## src/rtl/dcn_pkg.sv

```systemverilog
`timescale 1ns / 1ps
// ----------------------------------------------------------------------------
// dcn_pkg: shared types and constants of the decimal carry normalizer
// Widths, base-10^4 digit split constants and the pipeline depth function.
// ----------------------------------------------------------------------------
package dcn_pkg;

  localparam int COEFF_BITS_DEF = 52;

  // base-10^4 digit split by chunked long division
  localparam int DIG_W     = 14;                // one base-10^4 digit (also top quotient)
  localparam int DIG_NUM   = 4;
  localparam int DIG_K     = 18;                // dividend bits consumed per step
  localparam int DIG_NW    = DIG_W + DIG_K;     // partial dividend width
  localparam int DIG_MW    = 33;
  localparam int DIG_SHIFT = 46;
  // ceil(2^46 / 10^4): exact quotient for any partial dividend below 10^4 * 2^18
  localparam logic [DIG_MW-1:0] DIG_MUL  = 33'd7036874418;
  localparam logic [DIG_NW-1:0] DIG_BASE = 32'd10000;

  localparam int WORD_W  = 54;
  localparam int CARRY_W = 40;
  localparam int SUM_W   = 57;                  // signed folded sum incl. wrap offsets

  localparam logic [SUM_W-1:0] DEC_B1 = 57'd10000;
  localparam logic [SUM_W-1:0] DEC_B2 = 57'd100000000;
  localparam logic [SUM_W-1:0] DEC_B3 = 57'd1000000000000;
  localparam logic [SUM_W-1:0] DEC_B4 = 57'd10000000000000000;
  localparam logic [SUM_W-1:0] DEC_WRAP [4] = '{
    57'd0,
    57'd10000000000000000,
    57'd20000000000000000,
    57'd30000000000000000
  };

  typedef logic [DIG_W-1:0] dig_t;
  typedef logic [DIG_NUM-1:0][DIG_W-1:0] dig4_t;

  typedef struct packed {
    logic ld_p;   // product stage loads
    logic ld_s;   // sum stage loads
    logic upd;    // final stage takes a real beat
  } fold_ctl_t;

  // two register stages per chunk step, three digit passes
  function automatic int split_lat(input int bits);
    return 6 * ((bits + DIG_K - 1) / DIG_K);
  endfunction

endpackage

```

## src/rtl/dcn_fold.sv

```systemverilog
`timescale 1ns / 1ps
// ----------------------------------------------------------------------------
// dcn_fold: fold of one channel into a base-10^16 word
// Digit products, folded sum with wrap offsets, carry loop and result register.
// ----------------------------------------------------------------------------
module dcn_fold #(
  parameter int COEFF_BITS = dcn_pkg::COEFF_BITS_DEF
) (
  input  logic                           clk,
  input  logic                           rst_n,
  input  dcn_pkg::fold_ctl_t             ctl,
  input  logic                           first,
  input  logic [COEFF_BITS-1:0]          c0,
  input  dcn_pkg::dig4_t                 dig1,
  input  dcn_pkg::dig4_t                 dig2,
  input  dcn_pkg::dig4_t                 dig3,
  output logic [dcn_pkg::WORD_W-1:0]     word,
  output logic [dcn_pkg::CARRY_W-1:0]    carry
);
  import dcn_pkg::*;

  // product stage
  logic [DIG_W+1:0]      m_b2;
  logic [DIG_W+1:0]      m_b3;
  logic [DIG_W+1:0]      h_lo;
  logic [DIG_W+1:0]      h_mid;
  logic [SUM_W-1:0]      t1_nxt, t2_nxt, t3_nxt;
  logic [CARRY_W-1:0]    h_nxt;
  logic                  first_p_r;
  logic [COEFF_BITS-1:0] c0_p_r;
  logic [SUM_W-1:0]      t1_p_r, t2_p_r, t3_p_r;
  logic [CARRY_W-1:0]    h_p_r;

  // sum stage
  logic [SUM_W-1:0]      base_sum;
  logic [SUM_W-1:0]      lk_nxt [4];
  logic [SUM_W-1:0]      lk_r [4];
  logic                  first_s_r;
  logic [CARRY_W-1:0]    h_s_r;

  // final stage
  logic [CARRY_W-1:0]    carry_eff;
  logic [SUM_W-1:0]      s_k [4];
  logic [1:0]            k_sel;
  logic [WORD_W-1:0]     word_nxt;
  logic [CARRY_W-1:0]    carry_nxt;
  logic [WORD_W-1:0]     word_r;
  logic [CARRY_W-1:0]    carry_r;

  // low parts: d0*1e4 + (d1+e0)*1e8 + (d2+e1+f0)*1e12
  // high parts: (d1+e2+f3) + (d2+e3)*1e4 + d3*1e8
  always_comb begin
    m_b2   = (DIG_W+2)'(dig1[1]) + (DIG_W+2)'(dig2[0]);
    m_b3   = (DIG_W+2)'(dig1[2]) + (DIG_W+2)'(dig2[1]) + (DIG_W+2)'(dig3[0]);
    h_lo   = (DIG_W+2)'(dig1[1]) + (DIG_W+2)'(dig2[2]) + (DIG_W+2)'(dig3[3]);
    h_mid  = (DIG_W+2)'(dig1[2]) + (DIG_W+2)'(dig2[3]);
    t1_nxt = SUM_W'(dig1[0]) * DEC_B1;
    t2_nxt = SUM_W'(m_b2) * DEC_B2;
    t3_nxt = SUM_W'(m_b3) * DEC_B3;
    h_nxt  = CARRY_W'(SUM_W'(h_lo) + SUM_W'(h_mid) * DEC_B1 + SUM_W'(dig1[3]) * DEC_B2);
  end

  always_ff @(posedge clk) begin
    if (ctl.ld_p) begin
      first_p_r <= first;
      c0_p_r    <= c0;
      t1_p_r    <= t1_nxt;
      t2_p_r    <= t2_nxt;
      t3_p_r    <= t3_nxt;
      h_p_r     <= h_nxt;
    end
  end

  // candidates for every possible wrap count, so the loop needs no divide
  always_comb begin
    base_sum = SUM_W'(c0_p_r) + t1_p_r + t2_p_r + t3_p_r;
    for (int k = 0; k < 4; k++) begin
      lk_nxt[k] = base_sum - DEC_WRAP[k];
    end
  end

  always_ff @(posedge clk) begin
    if (ctl.ld_s) begin
      first_s_r <= first_p_r;
      h_s_r     <= h_p_r;
      for (int k = 0; k < 4; k++) begin
        lk_r[k] <= lk_nxt[k];
      end
    end
  end

  // carry loop: add, take the non-negative candidate with the largest wrap count
  always_comb begin
    carry_eff = first_s_r ? '0 : carry_r;
    for (int k = 0; k < 4; k++) begin
      s_k[k] = lk_r[k] + SUM_W'(carry_eff);
    end
    if (!s_k[3][SUM_W-1]) begin
      k_sel = 2'd3;
    end else if (!s_k[2][SUM_W-1]) begin
      k_sel = 2'd2;
    end else if (!s_k[1][SUM_W-1]) begin
      k_sel = 2'd1;
    end else begin
      k_sel = 2'd0;
    end
    word_nxt  = s_k[k_sel][WORD_W-1:0];
    carry_nxt = h_s_r + CARRY_W'(k_sel);
  end

  always_ff @(posedge clk) begin
    if (!rst_n) begin
      carry_r <= '0;
    end else if (ctl.upd) begin
      carry_r <= carry_nxt;
    end
  end

  always_ff @(posedge clk) begin
    if (ctl.upd) begin
      word_r <= word_nxt;
    end
  end

  assign word  = word_r;
  assign carry = carry_r;

endmodule

```

## config.mk

```make
export PLATFORM = sky130hd
export DESIGN_NAME = dcn_fold
export DESIGN_NICKNAME = d
export VERILOG_FILES = /design/src/rtl/dcn_pkg.sv /design/src/rtl/dcn_fold.sv
export SDC_FILE = /design/constraint.sdc
export NUM_CORES = 2
export LEC_CHECK = 0
export BUFFER_PORTS_ARGS = -buffer_cell sky130_fd_sc_hd__buf_4
export CAP_MARGIN = 0
export CORE_MARGIN = 8
export CORE_UTILIZATION = 35
export CTS_CLUSTER_SIZE = 25
export DETAILED_ROUTE_END_ITERATION = 10
export PLACE_DENSITY = 0.59
export SLEW_MARGIN = 20
export SYNTH_ARGS = -nofsm -noshare
export SYNTH_HDL_FRONTEND = slang
export SYNTH_SLANG_ARGS = --single-unit
```

## constraint.sdc

```tcl
create_clock -name clk -period 19.9 [get_ports clk]
set_input_delay 1.99 -clock clk [delete_from_list [all_inputs] [get_ports clk]]
set_output_delay 1.99 -clock clk [all_outputs]
set_load 0.02 [all_outputs]
```

-- Yosys cells after proc, flatten, opt, wreduce, memory -nomap -nowiden
Memory sizes are Yosys's and may differ from the RTL's.
Cells that the tools add are included.
- register bits: 331
- output and inout port bits: 94
- bits in writable memories: 228
- memory bits (read-only): 0
- memories: 1
- latch bits: 0
- memories (name ; depth ; bits a word ; read ports ; clocked after memory_dff ; wr ports ; RTL line ; text):
    lk_r ; 4 ; 57 ; 4 ; 0 ; 4 ; dcn_fold.sv:37 ; logic [SUM_W-1:0] lk_r [4];
- multipliers: 5
- reduce and logical (&&, ||, !) cells: 0
- $add $sub $neg: 19
- mux-type cells: 9
- divide/modulo/power cells: 0
- bitwise operators: 1
- equality and inequality tests: 0
- shift-type cells: 0
- $lt $le $gt $ge: 1
- operator list (cell ; number):
    57-bit by 40-bit adder with 57-bit output ; 4
    57-bit binary-select mux with 2-bit select ; 1
    57-bit by 55-bit subtractor with 57-bit output, second input constant ; 2
    54-bit two-way mux ; 2
    14-bit by 14-bit adder with 15-bit output ; 4
    54-bit by 56-bit adder with 57-bit output ; 1
    57-bit by 54-bit subtractor with 57-bit output, second input constant ; 1
    53-bit by 43-bit adder with 54-bit output ; 1
    52-bit by 28-bit adder with 53-bit output ; 1
    16-bit by 28-bit multiplier with 44-bit output, second input constant ; 1
    30-bit by 40-bit adder with 40-bit output ; 1
    40-bit by 2-bit adder with 40-bit output ; 1
    40-bit two-way mux ; 1
    15-bit by 19-bit multiplier with 34-bit output, second input constant ; 1
    15-bit by 14-bit adder with 16-bit output ; 2
    14-bit by 19-bit multiplier with 32-bit output, second input constant ; 1
    16-bit by 29-bit adder with 30-bit output ; 1
    15-bit by 10-bit multiplier with 25-bit output, second input constant ; 1
    14-bit by 10-bit multiplier with 24-bit output, second input constant ; 1
    2-bit two-way mux ; 2
    3-bit >= comparator, second input constant ; 1
    1-bit two-way mux ; 3
    2-bit NOT with 3-bit output ; 1

-- Longest topological paths before layout
- depth in word-level cells: 9
- mapped depth: 42
- mapped depth without buffers: 42

-- Least setup slack after synthesis
Ideal clock, no wire load.
- path kind: input port to flip-flop
- start: input port dig1[28] (netlist name)
- end: register h_p_r[34], data pin
- stages: 39
- arrival time: 10314 ps
- setup slack: 9321 ps
- required time: 19635 ps
- setup time: 265 ps
- path buffers: 0
- path through: ha_1 > inv_1 > fa_1 > nor2b_1 > o21ai_0 > a21boi_0 > o21ai_0 > a21boi_0 > o21ai_0 > a21boi_0 > o21ai_0 > a21boi_0 > nor2_1 > fa_1 > ha_1 > fa_1 > ha_1 > inv_1 > [... 3 more ...] > o21ai_0 > a21boi_0 > o41a_1 > a41o_1 > o41ai_1 > xnor2_1 > ha_1 > ha_1 > ha_1 > ha_1 > nand2_1 > nor2_1 > a221oi_1 > a211oi_1 > a21o_1 > a21oi_1 > nor2_1 > xor2_1
- longest elaborated chain between the ends: 4
- ends and longest elaborated chain (what ; RTL line ; text):
    start, declared ; dcn_fold.sv:14 ; input dcn_pkg::dig4_t dig1,
    14-bit by 14-bit adder with 15-bit output ; dcn_fold.sv:56 ; h_mid = (DIG_W+2)'(dig1[2]) + (DIG_W+2)'(dig2[3]);
    15-bit by 10-bit multiplier with 25-bit output ; dcn_fold.sv:60 ; h_nxt = CARRY_W'(SUM_W'(h_lo) + SUM_W'(h_mid) * DEC_B1 + SUM_W'(dig1[3]) * DEC_B2);
    16-bit by 29-bit adder with 30-bit output ; dcn_fold.sv:60 ;
    30-bit by 40-bit adder with 40-bit output ; dcn_fold.sv:60 ;
    via h_nxt[34] ; dcn_fold.sv:28 ; logic [CARRY_W-1:0] h_nxt;
    end signal, assigned ; dcn_fold.sv:70 ; h_p_r <= h_nxt;
    end, declared ; dcn_fold.sv:32 ; logic [CARRY_W-1:0] h_p_r;
The timed path passes the listed nets, and every way through them passes these cells.
A chain may end at the register's enable or synchronous reset.

-- Worst setup path after layout
Same ends and word-level chain as after synthesis.

==> key figures <==
Clock tree
  – H-tree depth: 2
  – CTS tree: built
  – CTS sink count: just over 500
  – Post-CTS Setup Inserts: 0
  – # hold bufs at CTS: 0
  – Clk_lat worst skew: about 0.68 ns
  – Clock slew at reported path FFs: around 0.060 ns
  – Number of instances resized during post-cts repair: 0
  – Root Driver: clkbuf_16
  – Num CTS Buffers: 57
  – Clock buffer depth: 3

Detailed routing
  – Drt first pass iters: 6
  – Vias: a little under 40000
  – First DRT Iteration DRCs: 2107
  – Drt via density: between 5 and 6
  – Routed WL per cell: between 20 and 25 µm
  – Post-DRT Antenna Nets: 0
  – Final WL: roughly 160 mm
  – DRC Markers: 0

Layout
  – # nets final: between 7000 and 8000
  – # fillers: ~16000
  – Final Instance Count excl. Fillers: a little under 8000
  – Share of layout cells above drive strength 1: ~9.2%
  – Final Util: 39.4%
  – P&R area growth vs syn: 12.2%

Global route
  – GRT Total Usage: between 10% and 20%
  – Grt met3 use: between 1.5 and 2%
  – Met1 usage: 22.6%
  – Global-route wire length before repair: around 240 mm
  – Largest net degree at the start of global routing: between 90 and 100
  – Number of global-route vias before repair: 40685
  – GRT met2 Usage: around a third
  – Total gr overflow: 0
  – Antenna violations before repair: 5
  – Busiest grt layer: met2

Logic synthesis
  – Number of synthesized flops with an enable pin: ~470
  – Synthesized area: 56100 µm²
  – Synth Warn #: 0
  – Top post-synthesis cells by count: ha_1 (859), inv_1 (755), fa_1 (467)
  – Area contributors post-synth: edfxtp_1 (25%), ha_1 (19%), fa_1 (17%)
  – Number of distinct standard cells referenced by the synthesized netlist: ~120
  – Post-synth net total: around 7000
  – Asr flop ratio synth: 0%
  – Post-synthesis sequential area ratio: between 20% and 30%
  – Synth area leader: edfxtp_1
  – Synth top area share: 24.9%
  – Count leader, synth: ha_1
  – Top FF cell, synth: edfxtp_1
  – Synth Register Bits: 505
  – Mapped Cells: about 5400
  – Avg Inst Size Synth: 10.4 µm²

Floorplanning
  – DIE AREA: around 170000 µm²
  – Row Count: 147
  – DIE HEIGHT: roughly 420 µm
  – Core ar.: 160000 µm²
  – Die X: roughly 420 µm
  – Ports: between 300 and 400
  – Starting density of the core: between 30% and 40%

Timing
  – Slew Viols, Final: 0
  – Fin Setup TNS: 0 ns
  – Relative slew slack: 23.9%
  – Final hold violation count: 0
  – Fmax: roughly 0.09 GHz
  – Final hold slack: between 0.4 and 0.5 ns
  – Final setup viols: 0
  – RSZ-0062 raised after global routing: no
  – Slew at the pin closest to its max-slew limit: approximately 1.1 ns
  – Final Skew: around 0.076 ns
  – Fin crit share: ~56%
  – Period minus WS final: about 11 ns

Worst setup path
  – Largest stage delay on the critical path: about 0.56 ns
  – Crit path launch type: input pin
  – Crit path max fanout: 6
  – Arrival time worst endpoint: around 12 ns
  – Crit end category: flop
  – Crit path kind: input pin to flop
  – Cell mode on critical path: ha_1
  – Worst Path Required: approximately 20 ns
  – Slowest-stage cell, CP: fa_1

Placed design
  – Placed insts: just under 8000
  – Port bufs: 291
  – DPL Wire Length: roughly 140 mm
  – Placer Congestion: roughly 0.93

Run status
  – Status: complete, no violations

Hold path
  – Hold Path Class: flop to flop

Run
  – # Max-Cap Violations: 0
cells by family after synthesis:
kind of cell	Yosys count	synth area share, %
AOI/OAI and AO/OA	1063	13.1
xor gates and xnor gates	511	8.08
adders and majority gates	1327	35.9
buffers and inverters	841	5.71
DFF	505	26.3
muxes	81	1.46
and+or+nand+nor	1071	9.46
flip-flops by register name, summed over array words and instances, names as in the netlist:
name	flops
h_p_r	40
t3_p_r	44
word	54
t2_p_r	34
t1_p_r	24
h_s_r	40
carry	40
lk_r	175
first_p_r	1
c0_p_r	52
first_s_r	1
layer usage:
layer / up-vias / share of wire (%)
li1: 19514 / -
met2: 723 / 49
met3: 182 / 3.2
met4: 0 / 3.4
met5: - / 0
met1: 19224 / 44
critical path, delay by kind of cell:
family,cells,cell delay [ns]
fa+ha+maj,12,4.28
compound gates,16,3.69
buf+inv,4,0.26
xor+xnor,2,0.33
simple gates,7,1.00
cells in the final DEF (no fill, tap or decap), types with 40 or more instances in the layout:
cell / netlist / routed
nor2b_1: 78 / 78
nor3_1: 84 / 84
edfxtp_1: 465 / 465
xor2_1: 151 / 151
ha_1: 859 / 859
nand2_1: 237 / 237
nand3_1: 96 / 96
and3_1: 59 / 59
a21o_1: 178 / 178
fa_1: 467 / 467
buf_4: 6 / 323
o21bai_1: 51 / 51
inv_1: 755 / 755
clkbuf_16: 0 / 57
a211oi_1: 69 / 69
mux2i_1: 76 / 76
nor2_1: 295 / 295
a21oi_1: 281 / 281
nand2b_1: 44 / 44
xnor2_1: 354 / 352
o21ai_0: 152 / 151
dfxtp_1: 40 / 40
o21a_1: 43 / 43
per-stage QoR:
stage	setup WS, ns	area [µm²]
floorplan	9.32	56100
finish	8.70	62900
global placement	8.23	60800
global route	8.05	62900
detailed placement	8.08	60800
CTS	8.77	62900
final cells by class:
type / instances / area (µm²) / area share (%)
Clock inverter: 45 / 604 / 0.961
Sequential cell: 505 / 14800 / 23.5
Timing Repair Buffer: 325 / 2450 / 3.90
Inverter: 770 / 2890 / 4.60
Antenna cell: 5 / 12.5 / 0.0199
Multi-Input combinational cell: 4053 / 38100 / 60.6
Clock buffer: 60 / 1440 / 2.29
Tap cell: 2086 / 2610 / 4.15
worst paths after layout:
path / slack (ns) / endpoint / startpoint / depth (start not counted)
worst max-delay path: 8.70 / h_p_r[34] / dig1[28] / 41
worst min-delay path: 0.42 / h_s_r[28] / h_p_r[28] / 0
worst max register to register: 10.80 / carry[38] / first_s_r / 27
worst min register to register: 0.42 / h_s_r[28] / h_p_r[28] / 0
Power is not shown: default switching activity piles up to over one toggle a cycle in this logic, so the estimate is an artifact.
